===== config.mk =====
export PLATFORM = sky130hd
export DESIGN_NAME = poai_result_queue
export DESIGN_NICKNAME = d
export VERILOG_FILES = /design/src/hw/rtl/poai_pkg.sv /design/src/hw/rtl/poai_result_queue.sv
export SDC_FILE = /design/constraint.sdc
export NUM_CORES = 1
export LEC_CHECK = 0
export ABC_CLOCK_PERIOD_IN_PS = 3150
export BUFFER_PORTS_ARGS = -buffer_cell sky130_fd_sc_hd__buf_2
export CAP_MARGIN = 20
export CORE_ASPECT_RATIO = 0.9
export CORE_UTILIZATION = 32
export DETAILED_ROUTE_END_ITERATION = 10
export PLACE_DENSITY_LB_ADDON = 0.12
export SLEW_MARGIN = 40
export SYNTH_ARGS = -nofsm -noshare
export SYNTH_HDL_FRONTEND = slang
export SYNTH_SLANG_ARGS = --single-unit

===== constraint.sdc =====
create_clock -name clk -period 3.15 [get_ports clk]
set_input_delay 0.4725 -clock clk [delete_from_list [all_inputs] [get_ports clk]]
set_output_delay 0.4725 -clock clk [all_outputs]
set_load 0.005 [all_outputs]

===== src/hw/rtl/poai_pkg.sv =====
`default_nettype none
// ----------------------------------------------------------------------------
// poai_pkg
// Shared types, constants and helpers of the planar odometry arc integrator.
// ----------------------------------------------------------------------------
package poai_pkg;

  localparam int CORDIC_STEPS = 24;
  localparam int CORD_N       = (CORDIC_STEPS > 32) ? 32 : CORDIC_STEPS;
  localparam int DIV_BITS     = 50;

  localparam logic [35:0] INV_GAIN       = 36'd652032874;
  localparam logic [35:0] TURN_PER_RAD   = 36'd683565276;
  localparam logic [31:0] YAW_STEADY_MAX = 32'd6;

  typedef struct packed {
    logic signed [31:0] vel_x;
    logic signed [31:0] vel_y;
    logic               w_neg;
    logic [31:0]        w_mag;
    logic [31:0]        t;
    logic               steady;
  } item_t;

  typedef struct packed {
    logic signed [31:0] pose_x;
    logic signed [31:0] pose_y;
    logic [31:0]        pose_heading;
    logic               yaw_steady;
  } result_t;

  function automatic logic [31:0] atan_entry(input logic [4:0] i);
    logic [31:0] r;
    case (i)
      5'd0:  r = 32'h20000000;
      5'd1:  r = 32'h12E4051E;
      5'd2:  r = 32'h09FB385B;
      5'd3:  r = 32'h051111D4;
      5'd4:  r = 32'h028B0D43;
      5'd5:  r = 32'h0145D7E1;
      5'd6:  r = 32'h00A2F61E;
      5'd7:  r = 32'h00517C55;
      5'd8:  r = 32'h0028BE53;
      5'd9:  r = 32'h00145F2F;
      5'd10: r = 32'h000A2F98;
      5'd11: r = 32'h000517CC;
      5'd12: r = 32'h00028BE6;
      5'd13: r = 32'h000145F3;
      5'd14: r = 32'h0000A2F9;
      5'd15: r = 32'h0000517C;
      5'd16: r = 32'h000028BE;
      5'd17: r = 32'h0000145F;
      5'd18: r = 32'h00000A2F;
      5'd19: r = 32'h00000517;
      5'd20: r = 32'h0000028B;
      5'd21: r = 32'h00000145;
      5'd22: r = 32'h000000A2;
      5'd23: r = 32'h00000051;
      5'd24: r = 32'h00000028;
      5'd25: r = 32'h00000014;
      5'd26: r = 32'h0000000A;
      5'd27: r = 32'h00000005;
      5'd28: r = 32'h00000002;
      5'd29: r = 32'h00000001;
      default: r = 32'h00000000;
    endcase
    return r;
  endfunction

  function automatic logic signed [31:0] sat32(input logic signed [53:0] v);
    logic signed [31:0] r;
    if ((&v[53:31]) || !(|v[53:31])) begin
      r = v[31:0];
    end else if (v[53]) begin
      r = 32'sh80000000;
    end else begin
      r = 32'sh7FFFFFFF;
    end
    return r;
  endfunction

endpackage
`default_nettype wire


===== src/hw/rtl/poai_result_queue.sv =====
`default_nettype none
// ----------------------------------------------------------------------------
// poai_result_queue
// Two-entry queue of finished poses toward the result port.
// ----------------------------------------------------------------------------
module poai_result_queue
  import poai_pkg::*;
(
  input  wire logic    clk,
  input  wire logic    rst,
  input  wire logic    res_push,
  output logic         res_full,
  input  wire result_t res_in,
  input  wire logic    pop,
  output logic         empty,
  output result_t      res_out
);

  result_t    q [2];
  logic       wr_ptr;
  logic       rd_ptr;
  logic [1:0] count;
  logic       do_push;
  logic       do_pop;

  assign res_full = (count == 2'd2);
  assign empty    = (count == 2'd0);
  assign do_push  = res_push && !res_full;
  assign do_pop   = pop && !empty;
  assign res_out  = q[rd_ptr];

  always_ff @(posedge clk) begin
    if (do_push) begin
      q[wr_ptr] <= res_in;
    end
    if (rst) begin
      wr_ptr <= 1'b0;
      rd_ptr <= 1'b0;
      count  <= 2'd0;
    end else begin
      if (do_push) wr_ptr <= !wr_ptr;
      if (do_pop) rd_ptr <= !rd_ptr;
      count <= count + {1'b0, do_push} - {1'b0, do_pop};
    end
  end

endmodule
`default_nettype wire


# Yosys cells after proc, flatten, opt, wreduce, memory -nomap -nowiden
# Memory sizes are Yosys's and may differ from the RTL's. A register that Yosys moved wholly into a read port is not among the register bits.
# Cells that the tools add are included.
[word_totals]
regBits = 4
ramBits = 194
in_bits = 101
output_inout_bits = 99
mem_count = 1
[classes]
add_sub_neg = 2
n_eq_ne = 1
n_mux = 4
reduce_logical = 7
[memory_table]
columns = ["memory", "words", "width", "read_ports", "rd_clocked_by_memory_dff", "write_ports", "line", "source"]
rows = [
  ["q", 2, 97, 1, 1, 1, "poai_result_queue.sv:19", "result_t q [2];"],
]
[ops]
columns = ["cell", "n"]
rows = [
  ["1-bit logical NOT", 4],
  ["1-bit two-way mux", 4],
  ["2-bit by 1-bit adder with 2-bit output", 1],
  ["2-bit == test, second input constant", 1],
  ["1-bit logical AND", 2],
  ["2-bit logical NOT", 1],
  ["2-bit by 1-bit subtractor with 2-bit output", 1],
]

# Longest topological paths before layout
# Gate-level depths: netlist of run 1.
[depth]
depth_word = 5
ltp_mapped = 8
ltp_nobuf = 8

# Least setup slack after synthesis of run 1
# OpenSTA, ideal clock, no wires.
[synth_timing]
path_kind = "reg2reg"
from = "reg count[0]"
to = "mem q[1][0] (netlist bit), enable pin"
arrival_time_ps = 2790
path_slack_ps = -107
path_stages_with_launch = 3
synth_period_minus_slack_ps = 3257
path_cell_list = "dfxtp_1 -> nand2b_2 -> and3_1"
[synth_via]
elab_chain_len = 5
[synth_rtl]
columns = ["item", "line", "source"]
rows = [
  ["start: declaration", "poai_result_queue.sv:22", "logic [1:0] count;"],
  ["start signal: assignment", "poai_result_queue.sv:43", "count <= count + {1'b0, do_push} - {1'b0, do_pop};"],
  ["2-bit == test", "poai_result_queue.sv:26", "assign res_full = (count == 2'd2);"],
  ["1-bit logical NOT", "poai_result_queue.sv:28", "assign do_push = res_push && !res_full;"],
  ["1-bit logical AND", "poai_result_queue.sv:28", ""],
  ["1-bit two-way mux", "poai_result_queue.sv:33", "if (do_push) begin"],
  ["1-bit two-way mux (implied by the code)", "poai_result_queue.sv:34", "q[wr_ptr] <= res_in;"],
  ["end: declaration", "poai_result_queue.sv:19", ""],
]
# No other way between the ends.

==> results of run 1 <==
## state kept, by name, summed over array words and instances, names as in the netlist, named ones only
register	cells
rd_ptr	1
q	194
wr_ptr	1
count	2
## layer usage
metal / track usage [%] / vias to the layer above / part of all wire (%)
met2: 18.28 / 136 / 46
li1: - / 1728 / -
met4: 4.387 / 4 / 1.3
met3: 6.327 / 17 / 10
met1: 14.80 / 1771 / 43
met5: 0 / - / 0.16
## worst reg2reg max path, stage by stage (launching register included)
cell and delay [ns]:
dfxtp_1 0.37, nand2b_2 0.16, inv_2 0.04, or3_1 0.36, clkinvlp_4 0.10, buf_4 0.56
## kinds of logic (layout without fill, tap and decap cells)
kind of cell | count (synthesis) | in the layout | synth area share [%]
muxes | 97 | 97 | 16.39
other | 0 | 3 | 0
DFF | 199 | 199 | 80.63
xor gates and xnor gates | 2 | 2 | 0.2384
buffers and inverters | 15 | 241 | 1.379
adders and majority gates | 2 | 2 | 0.3404
and+or+nand+nor | 11 | 11 | 0.7832
AOI/OAI and AO/OA | 3 | 3 | 0.2382
## layout make-up
| cell class | count | area [um^2] |
|---|---|---|
| antenna | 3 | 7.507 |
| clock buffer | 17 | 425.4 |
| clock inverter | 15 | 166.4 |
| fill | 2097 | 13190 |
| inverter | 4 | 18.77 |
| multi-input combinational | 115 | 1328 |
| sequential | 199 | 5929 |
| tap | 297 | 371.6 |
| timing repair buffer | 205 | 1079 |
## cell usage in the layout (no fill, tap or decap)
cell / synthesis / final
inv_2: 1 / 1
inv_8: 0 / 4
clkbuf_16: 0 / 17
clkinvlp_4: 0 / 1
and3_4: 0 / 1
bufinv_16: 0 / 1
ha_1: 2 / 2
nor3_1: 1 / 1
mux2_4: 30 / 30
o21ai_0: 1 / 1
inv_1: 3 / 2
buf_4: 0 / 3
edfxtp_1: 194 / 194
nand2_1: 1 / 1
buf_2: 6 / 199
buf_12: 0 / 3
or3_1: 1 / 1
dfxtp_1: 5 / 4
nor2_1: 4 / 4
clkinv_4: 0 / 6
nor2b_1: 1 / 1
clkinv_2: 0 / 1
a21oi_1: 1 / 1
xor2_1: 1 / 1
mux2_2: 67 / 67
o21a_1: 1 / 1
xnor2_1: 1 / 1
nand2b_2: 1 / 1
clkinv_8: 0 / 1
dfxtp_4: 0 / 1
and2_1: 1 / 1
inv_6: 0 / 2
diode_2: 0 / 3
## power by group
part | internal [mW] | switching, mW
Clock | 1.13 | 1.03
Combinational | 0.959 | 0.833
Sequential | 3.37 | 0.142
## through the flow
step                      total power [mW]  instance area [um^2]  utilization (%)  hold WS, ns  setup slack, ns
final                                7.466                  9325            41.42       0.2222           0.7760
after floorplan                      4.656                  7355                -       0.4515           0.6276
after global routing                 7.847                  9318            41.39       0.1935           0.6700
after CTS                            7.618                  9318            41.39       0.1948           0.7098
after global placement               5.391                  8726            38.76       0.4893            1.027
after detailed placement             5.430                  8726            38.76       0.4830            1.021
## worst max path at each step
stage	end	depth (start not counted)	startpoint
2_1_floorplan	q[0][0]	4	count[0]
3_3_place_gp	q[0][67]	5	res_push
3_5_place_dp	q[0][67]	5	res_push
4_1_cts	res_out[32]	3	register
5_1_grt	res_out[50]	3	register
6_report	res_out[50]	3	register
==> out/summary.txt, run 1 <==
Largest fanout on the critical path -> 41
Hold_sp -> res_in[28]
Gpl congestion -> 0.6558
Ranking of synthesized cells by area -> edfxtp_1 79%, mux2_2 10%, mux2_4 6.1%, dfxtp_1 1.4%, buf_6 0.77%
Critical Path Start Type -> register
Hold Path Class -> in2reg
Die height -> 145.8 um
Worst Path Required -> 2.68 ns
Crit path capture type -> primary output
Post-Place Cells -> 820
GRT Overall Usage -> 12.13%
Worst Path Arrival -> 1.90 ns
Final Net Count -> 645
Post-DP HPWL -> 9269 um
Via Count -> 3656
EDFF count, synth -> 194
Die width -> 161.7 um
Worst slew margin -> 52.09%
Syn nets -> 432
Hold Crit Endpoint -> q[0][28]
R2r endpoint -> q[0][90]
Drt pass-1 iters -> 4
Avg Inst Size Synth -> 22.34 um^2
# DRC -> 0
Setup-failing EPs final -> 0
Unique masters post-synth -> 22
DRT Wirelength -> 14000 um
Vias in the first global route -> 3873
Initial drt markers -> 162
Max Clock Freq -> 421.2 MHz
Vias/cell -> 4.276
CP Buf/Inv Count -> 2
Period minus WS final -> 2.374 ns
Area of the core -> 22510 um^2
Period utilization -> 75.37%
Worst path top cell family by delay -> flip-flops
Worst Hold Path Cells -> 1
Max cap viols -> 0
FF-to-FF path depth -> 5
Clock Path Buffers -> 2
Post-CTS sizing -> 0
Synth cell count leaders -> 194 x edfxtp_1, 67 x mux2_2, 30 x mux2_4
Worst-Skew Late Latency -> 0.43 ns
LEAKAGE -> 3.503 nW
Pin count of the biggest net entering global routing -> 52
Yosys top cell by area -> edfxtp_1
GR Overflow Total -> 0
Critical path class -> reg2out
Number of synthesized register bits -> 199
Top-count cell post-synth -> edfxtp_1
Outcome -> finished, final reports clean
P per Cell Area -> 800.6 nW/um^2
Initial Util -> 32.65%
Post-CTS Hold Buffers -> 0
Share of cells above drive strength 1 -> 61.08%
Cell count after synthesis -> 329
Die ar. -> 23580 um^2
Seq/Total Area, Yosys -> 80.63%
RSZ-0062 raised after global routing -> false
CTS buffer count -> 17
Io pins -> 200
DRT antenna net count -> 0
Worst clock skew -> 0.009205 ns
Root buf cell -> clkbuf_16
Main flop type after synthesis -> edfxtp_1
Peak supply drop -> 0.3891 mV
Count of input and output buffers -> 199
Ys async rst share -> 0%
Mapped Area -> 7350 um^2
Final setup TNS -> 0 ns
Top cell type's share of synthesized area -> 79.26%
First-pass GRT wire length -> 21080 um
Fin. Hold Viols -> 0
CTS tree -> yes
R2r startpoint -> count[0]
Non-filler cells, final -> 855
R2R setup slack -> 1.17 ns
Htree depth -> 4
Initial antenna violation count -> 6
CTS clk-pin slew, worst paths -> 0.08 ns
Area Growth Syn to Fin -> 26.88%
Critical path's largest stage delay -> 0.61 ns
FP Rows -> 52
Post-DR wirelength/cell -> 16.37 um
Postcts setup bufs -> 0
Crit-path slowest cell -> dfxtp_4
Cell breakdown of the critical path -> buf_12 -> mux2_2 -> buf_2
Least-Margin Pin Slew -> 0.7186 ns
Clock sink count -> 199
YS warnings -> 0
Final-report max-slew violation count -> 0
Power figures use the tool's default switching activity.
==> run 2, diff against run 1 <==
--- a/config.mk
+++ b/config.mk
@@ -5,7 +5,7 @@
 export SDC_FILE = /design/constraint.sdc
 export NUM_CORES = 1
 export LEC_CHECK = 0
-export ABC_CLOCK_PERIOD_IN_PS = 3150
+export ABC_CLOCK_PERIOD_IN_PS = 2000
 export BUFFER_PORTS_ARGS = -buffer_cell sky130_fd_sc_hd__buf_2
 export CAP_MARGIN = 20
 export CORE_ASPECT_RATIO = 0.9
==> constraint.sdc (replaced) <==
create_clock -name clk -period 2 [get_ports clk]
set_input_delay 0.3 -clock clk [delete_from_list [all_inputs] [get_ports clk]]
set_output_delay 0.3 -clock clk [all_outputs]
set_load 0.005 [all_outputs]
==> out/summary.txt, run 2 (synthesis gave the netlist of run 1 again) <==
Most common cell after layout, fill and taps aside -> buf_2
Count of input and output buffers -> 199 (unchanged)
Crit-path slowest cell -> dfxtp_4
Largest fanout on the critical path -> 31 (-24%)
Most flops, register -> q
Share of cells above drive strength 1 -> 61.90% (+0.82 points)
Clock sink count -> 199 (unchanged)
Root buf cell -> clkbuf_16
Critical Path Start Type -> register
Critical path class -> reg2out
Max cap viols -> 0 (unchanged)
RSZ-0062 raised after global routing -> true
Worst slew margin -> 77.26% (+25 points)
Vias/cell -> 4.312 (+0.83%)
DRT antenna net count -> 0 (unchanged)
Gpl congestion -> 0.7043 (+7.4%)
# DRC -> 0 (unchanged)
Clk network pwr share -> 28.4% (-0.5 points)
GR Overflow Total -> 0 (unchanged)
Final-report max-slew violation count -> 0 (unchanged)
Area of the core -> 22510 um^2 (unchanged)
Initial drt markers -> 122 (-25%)
Vias in the first global route -> 3846 (-0.70%)
Post-CTS Hold Buffers -> 0 (unchanged)
Cell breakdown of the critical path -> buf_12 -> mux2_2 -> buf_2
Htree depth -> 4 (unchanged)
Worst slack at placement -> 0.3388 ns (-0.6826 ns)
Hold Slack -> 0.05556 ns (-0.1666 ns)
Fin worst setup slack -> 0.07587 ns (-0.7001 ns)
GR peak layer -> met2
CTS buffer count -> 17 (unchanged)
Post-DP HPWL -> 9299 um (+0.32%)
Largest regs -> q x194, count x2
Crit path capture type -> primary output
Setup-failing EPs final -> 0 (unchanged)
Clock Path Buffers -> 2 (unchanged)
Die width -> 161.7 um (unchanged)
LEAKAGE -> 3.546 nW (+1.2%)
Peak supply drop -> 0.5472 mV (+41%)
Post-Place Cells -> 824 (+0.49%)
Post-DR wirelength/cell -> 16.28 um (-0.57%)
Most frequent cells in the layout -> 199 x buf_2, 194 x edfxtp_1, 67 x mux2_2
Worst clock skew -> 0.008095 ns (-0.001110 ns)
First-pass GRT wire length -> 21200 um (+0.56%)
Final Cell Area -> 9440 um^2 (+1.2%)
Final Net Count -> 649 (+0.62%)
Least-Margin Pin Slew -> 0.3411 ns (-0.3775 ns)
Via Count -> 3695 (+1.1%)
Die ar. -> 23580 um^2 (unchanged)
Filler Cells Inserted -> 2041 (-2.7%)
Worst Path Required -> 1.70 ns (-0.98 ns)
Period minus WS final -> 1.924 ns
Worst Path Arrival -> 1.62 ns (-0.28 ns)
Final setup TNS -> 0 ns (unchanged)
Met1 Use GR -> 14.08% (-0.72 points)
GRT Overall Usage -> 12.12% (-0.012 points)
Non-filler cells, final -> 857 (+0.23%)
Outcome -> finished, final reports clean
Combinational Power Share -> 25.6% (+1.6 points)
FP Rows -> 52 (unchanged)
NetSw -> 3.162 mW (+58%)
Initial antenna violation count -> 3 (-3)
Max Clock Freq -> 519.7 MHz
Worst-Skew Late Latency -> 0.43 ns (about the same)
Die height -> 145.8 um (unchanged)
Initial Util -> 32.65% (unchanged)
Tot Pwr -> 11.88 mW (+59%)
Io pins -> 200 (unchanged)
Register area -> 5932 um^2 (about the same)
Switching part of the total -> 26.62% (-0.23 points)
Final core occ -> 41.94% (+0.51 points)
CTS clk-pin slew, worst paths -> 0.08 ns (about the same)
Met3 global-route usage -> 5.785% (-0.54 points)
Dpl cell area -> 8843 um^2 (+1.3%)
P per Cell Area -> 1258 nW/um^2 (+57%)
Hold Path Class -> in2reg
Sequential power share -> 46.0% (-1.1 points)
DRT Wirelength -> 13950 um (-0.34%)
Post-CTS sizing -> 0 (unchanged)
Area Growth Syn to Fin -> 28.45%
Pin count of the biggest net entering global routing -> 43 (-17%)
Fin. Hold Viols -> 0 (unchanged)
CTS tree -> yes
Critical path's largest stage delay -> 0.41 ns (-0.20 ns)
Internal Power -> 8.716 mW (+60%)
Routing usage on met2 -> 19.53% (+1.2 points)
Largest register FFs -> 194 (unchanged)
Drt pass-1 iters -> 4 (unchanged)
Postcts setup bufs -> 0 (unchanged)
Period utilization -> 96.21%
Area of the multi-input gates -> 1338 um^2 (+0.75%)
run 2: cell count changes in the layout (fill, tap and decap cells not counted), moves of 2 or more:
cell	previous run	this run
clkinv_4	6	3
diode_2	3	1
dfxtp_2	0	2
buf_12	3	9
buf_4	3	1
inv_8	4	1
dfxtp_1	4	2
inv_6	2	4
clkinv_8	1	3
run 2: layer usage:
layer / share of wire, % / vias to the layer above
met5: 0.19 / -
met4: 1.3 / 4
met3: 8.9 / 16
met2: 47 / 134
met1: 42 / 1810
li1: - / 1731
run 2: worst paths after layout:
kind	start	to	slack, ns	cells past startpoint
max reg2reg	count[0]	q[0][67]	0.34	5
max	register	res_out[16]	0.08	3
min reg2reg	wr_ptr	wr_ptr	0.51	2
min	res_in[37]	q[0][37]	0.06	1
run 2: area by class of cell:
class | count | area share (%)
diodes | 1 | 0.02651
multi-input cells | 115 | 14.17
inverters | 4 | 0.1988
repair buffers | 209 | 12.54
flip-flops and latches | 199 | 62.84
well taps | 297 | 3.936
clock inverters | 15 | 1.789
clock buffers | 17 | 4.506
run 2: power by group through the flow:
stage | registers, mW | logic (mW) | clock network (mW)
after global routing | 5.53 | 3.31 | 3.63
after floorplan | 5.54 | 1.82 | 0
final | 5.47 | 3.04 | 3.37
after global placement | 5.54 | 3.10 | 0
after detailed placement | 5.57 | 3.12 | 0
after CTS | 5.48 | 3.13 | 3.49
run 2: critical path, delay by kind of cell (launching register included):
family   cells  cell delay, ns
flops        1            0.41
buf+inv      2            0.40
mux          1            0.38
