`config.mk`:
```
export PLATFORM = sky130hd
export DESIGN_NAME = poai_front
export DESIGN_NICKNAME = d
export VERILOG_FILES = /design/src/hw/rtl/poai_pkg.sv /design/src/hw/rtl/poai_front.sv
export SDC_FILE = /design/constraint.sdc
export NUM_CORES = 1
export LEC_CHECK = 0
export BUFFER_PORTS_ARGS = -buffer_cell sky130_fd_sc_hd__buf_2
export CAP_MARGIN = 0
export CORE_UTILIZATION = 55
export CTS_CLUSTER_DIAMETER = 100
export DETAILED_ROUTE_END_ITERATION = 10
export PLACE_DENSITY = 0.89
export SLEW_MARGIN = 10
export SYNTH_ARGS = -nofsm -noshare
export SYNTH_HDL_FRONTEND = slang
export SYNTH_SLANG_ARGS = --single-unit
```
`constraint.sdc`:
```
create_clock -name clk -period 10.95 [get_ports clk]
set_input_delay 0 -clock clk [delete_from_list [all_inputs] [get_ports clk]]
set_output_delay 0 -clock clk [all_outputs]
set_load 0.005 [all_outputs]
```
`src/hw/rtl/poai_pkg.sv`:
```
`default_nettype none
// ----------------------------------------------------------------------------
// poai_pkg
// Shared types, constants and helpers of the planar odometry arc integrator.
// ----------------------------------------------------------------------------
package poai_pkg;

  localparam int CORDIC_STEPS = 24;
  localparam int CORD_N       = (CORDIC_STEPS > 32) ? 32 : CORDIC_STEPS;
  localparam int DIV_BITS     = 50;

  localparam logic [35:0] INV_GAIN       = 36'd652032874;
  localparam logic [35:0] TURN_PER_RAD   = 36'd683565276;
  localparam logic [31:0] YAW_STEADY_MAX = 32'd6;

  typedef struct packed {
    logic signed [31:0] vel_x;
    logic signed [31:0] vel_y;
    logic               w_neg;
    logic [31:0]        w_mag;
    logic [31:0]        t;
    logic               steady;
  } item_t;

  typedef struct packed {
    logic signed [31:0] pose_x;
    logic signed [31:0] pose_y;
    logic [31:0]        pose_heading;
    logic               yaw_steady;
  } result_t;

  function automatic logic [31:0] atan_entry(input logic [4:0] i);
    logic [31:0] r;
    case (i)
      5'd0:  r = 32'h20000000;
      5'd1:  r = 32'h12E4051E;
      5'd2:  r = 32'h09FB385B;
      5'd3:  r = 32'h051111D4;
      5'd4:  r = 32'h028B0D43;
      5'd5:  r = 32'h0145D7E1;
      5'd6:  r = 32'h00A2F61E;
      5'd7:  r = 32'h00517C55;
      5'd8:  r = 32'h0028BE53;
      5'd9:  r = 32'h00145F2F;
      5'd10: r = 32'h000A2F98;
      5'd11: r = 32'h000517CC;
      5'd12: r = 32'h00028BE6;
      5'd13: r = 32'h000145F3;
      5'd14: r = 32'h0000A2F9;
      5'd15: r = 32'h0000517C;
      5'd16: r = 32'h000028BE;
      5'd17: r = 32'h0000145F;
      5'd18: r = 32'h00000A2F;
      5'd19: r = 32'h00000517;
      5'd20: r = 32'h0000028B;
      5'd21: r = 32'h00000145;
      5'd22: r = 32'h000000A2;
      5'd23: r = 32'h00000051;
      5'd24: r = 32'h00000028;
      5'd25: r = 32'h00000014;
      5'd26: r = 32'h0000000A;
      5'd27: r = 32'h00000005;
      5'd28: r = 32'h00000002;
      5'd29: r = 32'h00000001;
      default: r = 32'h00000000;
    endcase
    return r;
  endfunction

  function automatic logic signed [31:0] sat32(input logic signed [53:0] v);
    logic signed [31:0] r;
    if ((&v[53:31]) || !(|v[53:31])) begin
      r = v[31:0];
    end else if (v[53]) begin
      r = 32'sh80000000;
    end else begin
      r = 32'sh7FFFFFFF;
    end
    return r;
  endfunction

endpackage
`default_nettype wire

```
`src/hw/rtl/poai_front.sv`:
```
`default_nettype none
// ----------------------------------------------------------------------------
// poai_front
// Accepts input requests, classifies the yaw rate and queues the items.
// ----------------------------------------------------------------------------
module poai_front
  import poai_pkg::*;
(
  input  wire logic               clk,
  input  wire logic               rst,
  input  wire logic               push,
  output logic                    full,
  input  wire logic signed [31:0] vel_x,
  input  wire logic signed [31:0] vel_y,
  input  wire logic signed [31:0] yaw_rate,
  input  wire logic [31:0]        elapsed_time,
  output logic                    item_valid,
  input  wire logic               item_take,
  output item_t                   item
);

  item_t       q [2];
  logic        wr_ptr;
  logic        rd_ptr;
  logic [1:0]  count;
  logic        do_push;
  logic        do_pop;
  item_t       new_item;
  logic [31:0] w_mag;

  assign w_mag   = yaw_rate[31] ? 32'(-yaw_rate) : yaw_rate;
  assign full    = (count == 2'd2);
  assign do_push = push && !full;
  assign item_valid = (count != 2'd0);
  assign do_pop  = item_take && item_valid;
  assign item    = q[rd_ptr];

  always_comb begin
    new_item.vel_x  = vel_x;
    new_item.vel_y  = vel_y;
    new_item.w_neg  = yaw_rate[31];
    new_item.w_mag  = w_mag;
    new_item.t      = elapsed_time;
    new_item.steady = (w_mag <= YAW_STEADY_MAX);
  end

  always_ff @(posedge clk) begin
    if (do_push) begin
      q[wr_ptr] <= new_item;
    end
    if (rst) begin
      wr_ptr <= 1'b0;
      rd_ptr <= 1'b0;
      count  <= 2'd0;
    end else begin
      if (do_push) wr_ptr <= !wr_ptr;
      if (do_pop) rd_ptr <= !rd_ptr;
      count <= count + {1'b0, do_push} - {1'b0, do_pop};
    end
  end

endmodule
`default_nettype wire

```
# --- After elaboration in Yosys (flattened, before gate mapping) ---
# Memory sizes are Yosys's and may differ from the RTL's. A register that Yosys moved wholly into a read port is not among the register bits.
# Index checks and enable logic that the tools add are counted.
word_totals:
  ff_bits: 4
  ram_bits: 260
  output_inout_bits: 132
  wordCells: 20
  memories: 1
op_classes:
  add_sub_neg: 3
  n_lt_le_gt_ge: 1
  n_eq_ne: 1
  muxes: 5
  n_reduce_logical: 6
mem_list:
  columns: ["memory", "words", "word_bits", "rd", "rd_clocked_by_memory_dff", "wr", "line", "text"]
  rows:
  - ["q", 2, 130, 1, 1, 1, "poai_front.sv:22", "item_t q [2];"]
ops:
  columns: ["operator", "count"]
  rows:
  - ["32-bit by 3-bit less-or-equal comparator with 1-bit output (second input constant)", 1]
  - ["32-bit two-way mux", 1]
  - ["32-bit negator", 1]
  - ["1-bit two-way mux", 4]
  - ["1-bit logical NOT", 3]
  - ["2-bit by 1-bit adder with 2-bit output", 1]
  - ["2-bit == test (second input constant)", 1]
  - ["1-bit logical AND", 2]
  - ["2-bit nonzero test", 1]
  - ["2-bit by 1-bit subtractor with 2-bit output", 1]

# --- Longest topological paths before layout ---
# Gate-level depths: netlist of the first run.
depth:
  ltp_word: 5
  ltp_mapped: 9
  ltp_nobuf: 9

# --- Least setup slack after synthesis of the first run ---
# No wires, ideal clock.
synth_timing:
  kind: "flip-flop to flip-flop"
  start: "register count[0]"
  end: "memory q[0][0] (netlist name), enable pin"
  setup_ns: 0.621
  t_arrival_ns: 5.955
  required_time_ns: 10.329
  setup_slack_ns: 4.374
  stages_incl_launch_ff: 4
  path_cell_list: "dfxtp_1 > nand2b_1 > nand2_1 > nor2_1"
synth_via:
  elab_chain_len: 5
synth_rtl:
  columns: ["item", "line", "text"]
  rows:
  - ["from (decl)", "poai_front.sv:25", "logic [1:0] count;"]
  - ["from (signal assigned)", "poai_front.sv:58", "count <= count + {1'b0, do_push} - {1'b0, do_pop};"]
  - ["2-bit == test", "poai_front.sv:32", "assign full = (count == 2'd2);"]
  - ["1-bit logical NOT", "poai_front.sv:33", "assign do_push = push && !full;"]
  - ["1-bit logical AND", "poai_front.sv:33", null]
  - ["1-bit two-way mux", "poai_front.sv:48", "if (do_push) begin"]
  - ["1-bit two-way mux (implied by the code)", "poai_front.sv:49", "q[wr_ptr] <= new_item;"]
  - ["to (decl)", "poai_front.sv:22", null]
# No other way between the ends.

# --- Worst setup path in the final report of the first run ---
layout_timing:
  start: "register count[0]"
  end: "memory q[0][42] (netlist name), enable pin"
# Same word-level chain as after synthesis.

==> results.md, run 1 <==
- Synth top area cells: edfxtp_1 74%, mux2_2 14%, xnor2_1 2.2%
- Buffers & Inverters on Critical Path: 2
- Via count: 6708
- RSZ-0062 raised after global routing: no
- GR Overflow Total: 0
- Setup bufs post-CTS: 0
- WP data required: 11.07 ns
- Net switching fraction of the power: 0.256
- R2R Path End: q[0][42]$_DFFE_PP_
- Core Footprint: ~19000 sq um
- Synth Flop Type: edfxtp_1
- Final setup viols: 0
- I/O pin count: 264
- Share of cells above drive strength 1: 0.459
- Port Buf Inserts: 263
- Cell mode on critical path: buf_4
- Die width: 140 um
- Status: complete, no violations
- Via density: 5.46
- DRT iter0 DRCs: between 400 and 500
- TritonCTS clock tree: done
- Critical-path cell list: nand2b_1 -> nand2_1 -> nor2_4 -> buf_4 -> buf_4
- Crit path DAT: 3.31 ns
- Post-Syn Area: 10500 sq um
- CTS clock-pin slew for the worst setup and hold paths: 0.06 ns
- Maximum VDD drop: about 0.17 mV
- Distinct cells, synth: 48
- Final WL: 25.2 mm
- Clock group share of total power: 0.318
- Initial antenna violation count: 4
- Synth top area share: 0.742
- Startpoint Class: flop
- Pint: 2.20 mW
- Sum of negative setup slack: 0 ns
- Final nets: 1108
- Routed wire per std cell: roughly 21 um
- Initial core utilization: 0.562
- HPWL after detailed placement: 13.4 mm
- Hold_sp: yaw_rate[1]
- Leak: 5.36 nW
- Clk_lat worst skew: 0.51 ns
- Worst-Margin Slew: 1.16 ns
- Hold Path Cell Cnt: 3
- Critical path's slowest cell: buf_4
- # resized after CTS: 0
- Hold Path Sink: q[0][36]$_DFFE_PP_
- Worst-path maximum fanout: 66
- Period Utilization, post-route: 0.291
- Clock Path Buffers: 3
- Design area: 14300 sq um
- Normalized max-slew margin: 0.229
- Hold Vio Cnt, Final: 0
- Crit Path Category: reg2reg
- Syn_nets: 700
- Placer Congestion: 0.862
- R2r setup slk: 7.77 ns
- P per Cell Area: slightly above 200 nW/um^2
- Final worst setup slack: between 7 and 8 ns
- GRT Total Usage: 0.250
- Worst reg-to-reg path cell count: 5
- Slowest Stage Delay on Critical Path: approximately 0.77 ns
- Commonest non-fill, non-tap cell in the layout: buf_2
- Clock sinks: around 270
- DRC: 0
- Largest area contributor in the netlist: edfxtp_1
- Yosys reg bits: 265
- Post-synth EDFFs: 260
- FMAX: 314 MHz
- Depth of the CTS H-tree: 1
- Die H: 140 um
- CTS buffer count: 27
- CTS hold repair buffers: ~130
- ANT nets after route: 0
- Hold Slack: approximately 0.044 ns
- Number of synthesis warnings: 0
- Tmin final: 3.18 ns
- Crit. End Element: flop
- Slew Limit Fails: 0
- Vias in the first global route: 7085
- Logic pwr share: 0.223
- Delay-heaviest family, CP: buffers and inverters
- Commonest cells after routing, fill and taps aside: 263 x buf_2, 260 x edfxtp_1, 131 x mux2_2, 131 x dlygate4sd3_1
- Full die area: approximately 20000 sq um
- Sequential cell area fraction in the yosys report: 0.752
- FFs w/ async S/R, synth: 0
- Flop pwr share: 0.459
- Max Cap Violations: 0
- Largest net degree at the start of global routing: 87
- Router iterations before antenna repair: 5
- Placed Area: 12100 sq um
- Setup WS pre-CTS: 7.78 ns
- Net switching power: 758 uW
- Final-layout fill cell count: approximately 990
- Root Driver: clkbuf_16
- First-pass GRT wire length: approximately 37 mm
- Hold Path Class: in2reg
- Layout area overhead: 36.3%
- Post-Syn Instances: 564
- RR Startpoint: count[0]$_SDFF_PP0_
- Final Skew: 0.0121 ns
- Row count: 50
- Syn Area/Cell: 18.6 sq um
worst min-delay path: stages:
cell     delay (ns)
buf_2          0.12
o31ai_1        0.09
xnor2_1        0.15
through the flow:
stage           util  std cells  power [mW]
2_1_floorplan      -        564        1.73
5_1_grt        0.766       1229        3.07
6_report       0.766       1229        2.95
4_1_cts        0.766       1225        2.95
3_5_place_dp   0.647       1046        1.98
3_3_place_gp   0.647       1046        1.96
kinds of logic (layout without fill, tap and decap cells):
family	count (synthesis)	count (layout)	share of synthesized area
DFF	265	265	0.752
muxes	132	132	0.141
and+or+nand+nor	76	76	0.0445
xor gates and xnor gates	33	33	0.0275
AOI/OAI and AO/OA	30	30	0.0215
buffers and inverters	24	451	0.00857
adders and majority gates	4	4	0.00476
other	0	4	0
power by group through the flow:
stage | combinational, mW | sequential, mW | clock [mW]
finish | 0.659 | 1.36 | 0.939
global route | 0.706 | 1.37 | 0.991
CTS | 0.649 | 1.35 | 0.945
detailed placement | 0.605 | 1.37 | 0
global placement | 0.599 | 1.36 | 0
floorplan | 0.363 | 1.36 | 0
worst max-delay path by stage:
stage / from / endpoint / cells past startpoint
CTS: count[0]$_SDFF_PP0_ / q[0][8]$_DFFE_PP_ / 5
global placement: count[0]$_SDFF_PP0_ / q[0][34]$_DFFE_PP_ / 5
detailed placement: count[0]$_SDFF_PP0_ / q[0][8]$_DFFE_PP_ / 5
global route: count[0]$_SDFF_PP0_ / q[0][129]$_DFFE_PP_ / 5
floorplan: count[0]$_SDFF_PP0_ / q[0][0]$_DFFE_PP_ / 3
finish: count[0]$_SDFF_PP0_ / q[0][42]$_DFFE_PP_ / 5
per-layer routing:
metal,GRT usage,share of wire,vias up
met2,0.468,0.54,365
met3,0.0632,0.083,61
li1,-,-,3041
met5,0,0,-
met4,0.0891,0.031,0
met1,0.273,0.35,3241
synthesized netlist by cell type (2+ instances only):
| cell type | count |
|---|---|
| nand3_1 | 4 |
| or2_1 | 2 |
| o31a_1 | 2 |
| clkbuf_1 | 15 |
| buf_1 | 4 |
| nand2b_1 | 2 |
| nor3_1 | 7 |
| ha_1 | 4 |
| xnor2_1 | 27 |
| a21oi_1 | 3 |
| or2_2 | 2 |
| or3_1 | 3 |
| a31oi_1 | 2 |
| mux2_2 | 131 |
| nor4_4 | 2 |
| nand2_1 | 13 |
| dfxtp_1 | 5 |
| nand4_1 | 2 |
| and3_1 | 2 |
| inv_1 | 5 |
| or4_1 | 2 |
| o31ai_1 | 6 |
| o41ai_2 | 2 |
| xor2_1 | 6 |
| o21ai_0 | 6 |
| and4b_1 | 2 |
| nor2_1 | 15 |
| edfxtp_1 | 260 |
| nand4_2 | 2 |
| o21ai_1 | 2 |
| nor2b_1 | 4 |
| nor4_1 | 4 |
registers in the layout (all words and copies together) (netlist names), named ones only:
| signal | count |
|---|---|
| rd_ptr | 1 |
| q | 260 |
| wr_ptr | 1 |
| count | 2 |
final cells by class:
type                            instances  area, sq um  share of cell area
Sequential cell                       265         7910               0.552
Timing Repair Buffer                  398         2660               0.185
Multi-Input combinational cell        275         2530               0.177
Clock buffer                           29          683              0.0477
Tap cell                              234          293              0.0204
Clock inverter                         19          228              0.0159
Inverter                                5         18.8             0.00131
Antenna cell                            4         10.0            0.000698
Power figures use the tool's default switching activity.
==> inputs of run 2 (changes only) <==
--- a/config.mk
+++ b/config.mk
@@ -7,10 +7,10 @@
 export LEC_CHECK = 0
 export BUFFER_PORTS_ARGS = -buffer_cell sky130_fd_sc_hd__buf_2
 export CAP_MARGIN = 0
-export CORE_UTILIZATION = 55
+export CORE_UTILIZATION = 48
 export CTS_CLUSTER_DIAMETER = 100
 export DETAILED_ROUTE_END_ITERATION = 10
-export PLACE_DENSITY = 0.89
+export PLACE_DENSITY = 0.83
 export SLEW_MARGIN = 10
 export SYNTH_ARGS = -nofsm -noshare
 export SYNTH_HDL_FRONTEND = slang
==> constraint.sdc (replaced) <==
create_clock -name clk -period 2.9 [get_ports clk]
set_input_delay 0 -clock clk [delete_from_list [all_inputs] [get_ports clk]]
set_output_delay 0 -clock clk [all_outputs]
set_load 0.005 [all_outputs]
==> run 2 against run 1 <==
Compared with the run above:
- global-route usage down 3.6 points
- final area grew 0.65%
- clock power grew to 3.7 times the previous value
- sequential cell count unchanged
- clock-buffer cell count rose by 3
- sequential share of layout area decreased by 0.35 points
- non-clock buffer count increased by 3
- setup slack lost 7.4 ns
- sequential power grew to 3.7 times the previous value
- die area is 14% higher
- combinational power grew to 3.9 times the previous value
- highest routed layer unchanged
==> results.md, run 2 (synthesis gave the netlist of run 1 again) <==
- Dpl cells: between 1000 and 1500
- Worst-Margin Slew: 0.794 ns
- Final nets: 1111
- ANT nets after route: 0
- Via density: 5.22
- Row count: 53
- Final setup viols: 0
- Net switching fraction of the power: 0.257
- Die H: roughly 150 um
- Layout Cells excl Fill: about 1300
- Depth of the CTS H-tree: 1
- GRT Total Usage: 0.214
- Startpoint Class: primary input
- Largest register FFs: 260
- Hold_sp: yaw_rate[1]
- Pint: 8.25 mW
- Slew Limit Fails: 0
- Share of cells above drive strength 1: 0.461
- Tmin final: 2.52 ns
- Worst-path maximum fanout: 6
- Buffers & Inverters on Critical Path: 3
- Router iterations before antenna repair: 5
- Flop pwr share: 0.457
- Final WL: 25.0 mm
- GR Overflow Total: 0
- Clk_lat worst skew: 0.53 ns
- DRC: 0
- RR Startpoint: count[1]$_SDFF_PP0_
- HPWL after detailed placement: 14.6 mm
- Final Skew: 0.0195 ns
- Delay-heaviest family, CP: simple AND/OR/NAND/NOR gates
- Hold Slack: 0.0545 ns
- First-pass GRT wire length: around 37 mm
- Die width: 150 um
- Design area: 14400 sq um
- Root Driver: clkbuf_16
- Max Cap Violations: 0
- Initial antenna violation count: 0
- DRT iter0 DRCs: 357
- Routed wire per std cell: 19.7 um
- GR peak layer: met2
- Hold Path Class: in2reg
- Initial core utilization: 0.496
- Clock sinks: about 270
- Met3 usage: 0.0509
- Met2 Use GR: 0.398
- Setup bufs post-CTS: 0
- Sum of negative setup slack: 0 ns
- Slowest Stage Delay on Critical Path: 0.55 ns
- Full die area: around 23000 sq um
- Vias in the first global route: 6714
- Normalized max-slew margin: 0.471
- Largest registers: q x260, count x2
- RSZ-0062 raised after global routing: no
- Critical path's slowest cell: dlygate4sd3_1
- Status: complete, no violations
- Total Power: about 11 mW
- Reg with most FFs: q
- Critical-path cell list: dlygate4sd3_1 -> buf_2 -> inv_1 -> ha_1 -> nor3b_1 -> nand4_2 -> or2_1 -> nor2_1 -> mux2_2 -> a31oi_1 -> and4b_1
- Final-layout fill cell count: around 1400
- Core Footprint: 21200 sq um
- Worst setup path start: yaw_rate[0]
- CTS buffer count: 27
- Crit path DAT: 2.79 ns
- Port Buf Inserts: about 260
- Leak: around 5.4 nW
- Clock Path Buffers: 3
- Clock group share of total power: 0.310
- Placed Area: approximately 12000 sq um
- Antenna fix cells: 0
- Crit Path Category: in2reg
- Crit. End Element: flop
- GR Util met1: 0.249
- Commonest cells after routing, fill and taps aside: 263 x buf_2, 260 x edfxtp_1, 131 x mux2_2, 131 x dlygate4sd3_1
- Placer Congestion: 0.864
- Net switching power: around 2.9 mW
- P per Cell Area: 770 nW/um^2
- FMAX: roughly 400 MHz
- Maximum VDD drop: around 0.38 mV
- I/O pin count: 264
- Via count: around 6600
- Logic pwr share: 0.233
- Layout area overhead: 37.2%
- CTS clock-pin slew for the worst setup and hold paths: roughly 0.060 ns
- WP data required: 3.17 ns
- Period Utilization, post-route: 0.870
- TritonCTS clock tree: done
- Commonest non-fill, non-tap cell in the layout: buf_2
- Largest net degree at the start of global routing: about 130
- Hold Vio Cnt, Final: 0
==> run 2: cell types whose count changed in the layout (fill, tap and decap cells not counted), moves of 2 or more <==
cell,delta
diode_2,-4
buf_12,+4
clkbuf_1,+3
clkinv_1,-2
==> run 2: routing by layer <==
| layer | vias up | share of wire |
|---|---|---|
| met5 | - | 0 |
| met4 | 0 | 0.014 |
| met3 | 36 | 0.088 |
| met2 | 301 | 0.52 |
| met1 | 3246 | 0.37 |
| li1 | 3030 | - |
==> run 2: area by class of cell <==
class | count | area (sq um) | area share
clock buffers | 32 | 694 | 0.0481
clock inverters | 15 | 185 | 0.0128
inverters | 5 | 18.8 | 0.00130
multi-input cells | 275 | 2540 | 0.176
flip-flops and latches | 265 | 7910 | 0.548
well taps | 275 | 344 | 0.0239
repair buffers | 401 | 2730 | 0.189
==> run 2: power groups by stage <==
stage / sequential, mW / combinational, mW / clock (mW)
3_5_place_dp: 5.14 / 2.43 / 0
5_1_grt: 5.12 / 2.79 / 3.66
4_1_cts: 5.07 / 2.59 / 3.50
6_report: 5.08 / 2.59 / 3.45
3_3_place_gp: 5.11 / 2.41 / 0
2_1_floorplan: 5.08 / 1.38 / 0
==> run 2: final timing paths <==
kind | end | slack, ns | cells past startpoint
worst max-delay path | q[1][0]$_DFFE_PP_ | 0.38 | 11
worst min-delay path | q[0][34]$_DFFE_PP_ | 0.05 | 3
worst max register to register | count[1]$_SDFF_PP0_ | 1.11 | 8
worst min register to register | rd_ptr$_SDFFE_PP0P_ | 0.52 | 2
==> run 2: timing repair <==
action | CTS | global route
hold buffers | 131 | 0
endpoints found under the hold margin | 261 | 0
gates resized for setup | 0 | 0
==> run 2: metrics by stage <==
stage                      util  setup slack (ns)
after CTS                 0.680             0.458
final                     0.680             0.378
after global placement    0.577             0.598
after global routing      0.680             0.261
after detailed placement  0.577             0.478
after floorplan               -           0.00699
==> run 2: worst register-to-register path, delay by kind of cell, from the launching register on <==
family,cells,cell delay (ns)
and+or+nand+nor,3,0.55
adders and majority gates,2,0.42
DFF,1,0.35
xor gates and xnor gates,2,0.30
buffers and inverters,1,0.06
==> inputs of run 3 (changes only) <==
--- a/config.mk
+++ b/config.mk
@@ -7,10 +7,10 @@
 export LEC_CHECK = 0
 export BUFFER_PORTS_ARGS = -buffer_cell sky130_fd_sc_hd__buf_2
 export CAP_MARGIN = 0
-export CORE_UTILIZATION = 48
+export CORE_UTILIZATION = 55
 export CTS_CLUSTER_DIAMETER = 100
 export DETAILED_ROUTE_END_ITERATION = 10
-export PLACE_DENSITY = 0.83
+export PLACE_DENSITY = 0.89
 export SLEW_MARGIN = 10
 export SYNTH_ARGS = -nofsm -noshare
 export SYNTH_HDL_FRONTEND = slang
==> constraint.sdc (replaced) <==
create_clock -name clk -period 3.2 [get_ports clk]
set_input_delay 0 -clock clk [delete_from_list [all_inputs] [get_ports clk]]
set_output_delay 0 -clock clk [all_outputs]
set_load 0.005 [all_outputs]
==> run 3 against run 2 <==
Compared with the run above:
- sequential cell count unchanged
- clock-buffer cell count increased by 3
- combinational power is 9.7% lower
- clock skew fell by 0.0076 ns
- sequential share of layout area is essentially flat
- die area shrank 13%
- global-route usage up 4.3 points
- worst hold slack better by 0.0034 ns
- first-iteration DRC count grew 0.28%
- final area about the same
- critical endpoint is now q[0][0]$_DFFE_PP_
- highest routed layer unchanged
==> results.md, run 3 (synthesis gave the netlist of run 1 again) <==
- Status: complete, no violations
- Largest register FFs: 260
- Row count: 50
- Worst-path maximum fanout: 6
- Antenna fix cells: 0
- Period Utilization, post-route: 0.817
- RR Startpoint: count[0]$_SDFF_PP0_
- Pint: 7.56 mW
- Hold Path Class: in2reg
- TritonCTS clock tree: done
- Worst Setup EP: q[0][0]$_DFFE_PP_
- Die width: around 140 um
- RSZ-0062 raised after global routing: no
- Max Cap Violations: 0
- Core Footprint: between 15000 and 20000 sq um
- Router iterations before antenna repair: 4
- DRT iter0 DRCs: around 360
- Critical path's slowest cell: dlygate4sd3_1
- Final nets: 1113
- Root Driver: clkbuf_16
- Design area: 14400 sq um
- Crit Path Category: in2reg
- Worst-Margin Slew: 0.668 ns
- Placer Congestion: 0.944
- R2r setup slk: 1.23 ns
- Startpoint Class: primary input
- Final Skew: 0.0119 ns
- Worst reg-to-reg path cell count: 4
- Share of cells above drive strength 1: 0.462
- Port Buf Inserts: 263
- WP data required: 3.57 ns
- Final setup viols: 0
- Slowest Stage Delay on Critical Path: 0.55 ns
- CTS clock-pin slew for the worst setup and hold paths: approximately 0.060 ns
- Vias in the first global route: between 7000 and 8000
- Clock sinks: between 200 and 300
- Commonest cells after routing, fill and taps aside: 263 x buf_2, 260 x edfxtp_1, 132 x dlygate4sd3_1
- Placed Area: 12200 sq um
- Logic pwr share: 0.229
- Clock Path Buffers: 3
- Critical-path cell list: dlygate4sd3_1 -> buf_2 -> inv_1 -> ha_1 -> nor3b_1 -> nand4_2 -> o31ai_2 -> xnor2_1 -> a2111oi_0 -> and4b_1 -> and4b_1
- R2R Path End: q[0][57]$_DFFE_PP_
- GR Overflow Total: 0
- Leak: 5.41 nW
- Die H: 140 um
- Via density: ~5.5
- Routed wire per std cell: around 21 um
- CTS buffer count: 27
- Initial antenna violation count: 0
- Crit path DAT: around 3.0 ns
- ANT nets after route: 0
- Clock group share of total power: 0.318
- Via count: 6790
- Full die area: ~20000 sq um
- First-pass GRT wire length: 38.8 mm
- GRT Total Usage: 0.257
- Normalized max-slew margin: 0.551
- # resized after CTS: 0
- Hold Vio Cnt, Final: 0
- Clk_lat worst skew: between 0.5 and 0.6 ns
- Depth of the CTS H-tree: 1
- Crit. End Element: flop
- Hold Slack: 0.0580 ns
- Net switching fraction of the power: 0.259
- Tmin final: 2.61 ns
- Commonest non-fill, non-tap cell in the layout: buf_2
- Total Power: 10.2 mW
- Final WL: 25.4 mm
- Flop pwr share: 0.453
- FMAX: about 380 MHz
- Sum of negative setup slack: 0 ns
- Largest registers: q x260, count x2
- DRC: 0
- Reg with most FFs: q
- Cell mode on critical path: and4b_1
- HPWL after detailed placement: 14.2 mm
- Setup bufs post-CTS: 0
- Layout area overhead: 37.2%
- I/O pin count: 264
- Maximum VDD drop: 0.626 mV
- Initial core utilization: 0.562
- P per Cell Area: 707 nW/um^2
- Slew Limit Fails: 0
- Largest net degree at the start of global routing: 65
- Net switching power: 2.64 mW
- Worst setup path start: yaw_rate[0]
-- run 3: worst min-delay path by stage --
| stage | from | endpoint | slack, ns | cells past startpoint |
|---|---|---|---|---|
| finish | yaw_rate[31] | q[1][65]$_DFFE_PP_ | 0.06 | 1 |
| global route | yaw_rate[1] | q[1][36]$_DFFE_PP_ | 0.07 | 3 |
| CTS | yaw_rate[31] | q[0][65]$_DFFE_PP_ | 0.02 | 1 |
| detailed placement | vel_x[4] | q[0][102]$_DFFE_PP_ | 0.19 | 1 |
| global placement | elapsed_time[13] | q[1][14]$_DFFE_PP_ | 0.19 | 1 |
| floorplan | rst | count[0]$_SDFF_PP0_ | 0.07 | 1 |
-- run 3: repair_timing --
| item | 4_1_cts | 5_1_grt |
|---|---|---|
| hold buffers | 132 | 0 |
| endpoints found under the hold margin | 259 | 0 |
| endpoints found under the setup margin | 0 | 0 |
-- run 3: per-stage QoR --
step / utilization / setup slack, ns / instances
global route: 0.771 / 0.525 / 1231
finish: 0.771 / 0.586 / 1231
detailed placement: 0.651 / 0.828 / 1050
global placement: 0.651 / 0.899 / 1050
CTS: 0.771 / 0.819 / 1231
floorplan: - / 0.268 / 564
-- run 3: area by class of cell --
class,count,area (sq um)
fillers,988,4280
inverters,5,18.8
flip-flops and latches,265,7910
well taps,234,293
multi-input cells,275,2530
repair buffers,403,2750
clock buffers,35,736
clock inverters,14,186
-- run 3: critical path: cells and delay by family --
family / cells / cell delay, ns
AND/OR/NAND/NOR: 4 / 0.98
AO/OA/AOI/OAI: 2 / 0.79
adder cells (fa/ha/maj): 1 / 0.27
XOR/XNOR: 1 / 0.13
buffers and inverters: 3 / 0.80
-- run 3: power groups by stage --
stage | Combinational, mW | Clock (mW) | Sequential [mW]
floorplan | 1.25 | 0 | 4.60
global placement | 2.11 | 0 | 4.64
detailed placement | 2.15 | 0 | 4.68
CTS | 2.31 | 3.27 | 4.61
global route | 2.50 | 3.43 | 4.66
finish | 2.34 | 3.24 | 4.62
-- run 3: per-layer routing --
layer	share of wire	vias to the layer above	track usage	routed length, um
li1	-	3045	-	-
met1	0.36	3307	0.281	9060
met2	0.52	369	0.476	13300
met3	0.094	69	0.0738	2380
met4	0.028	0	0.0839	702
met5	0	-	0	0
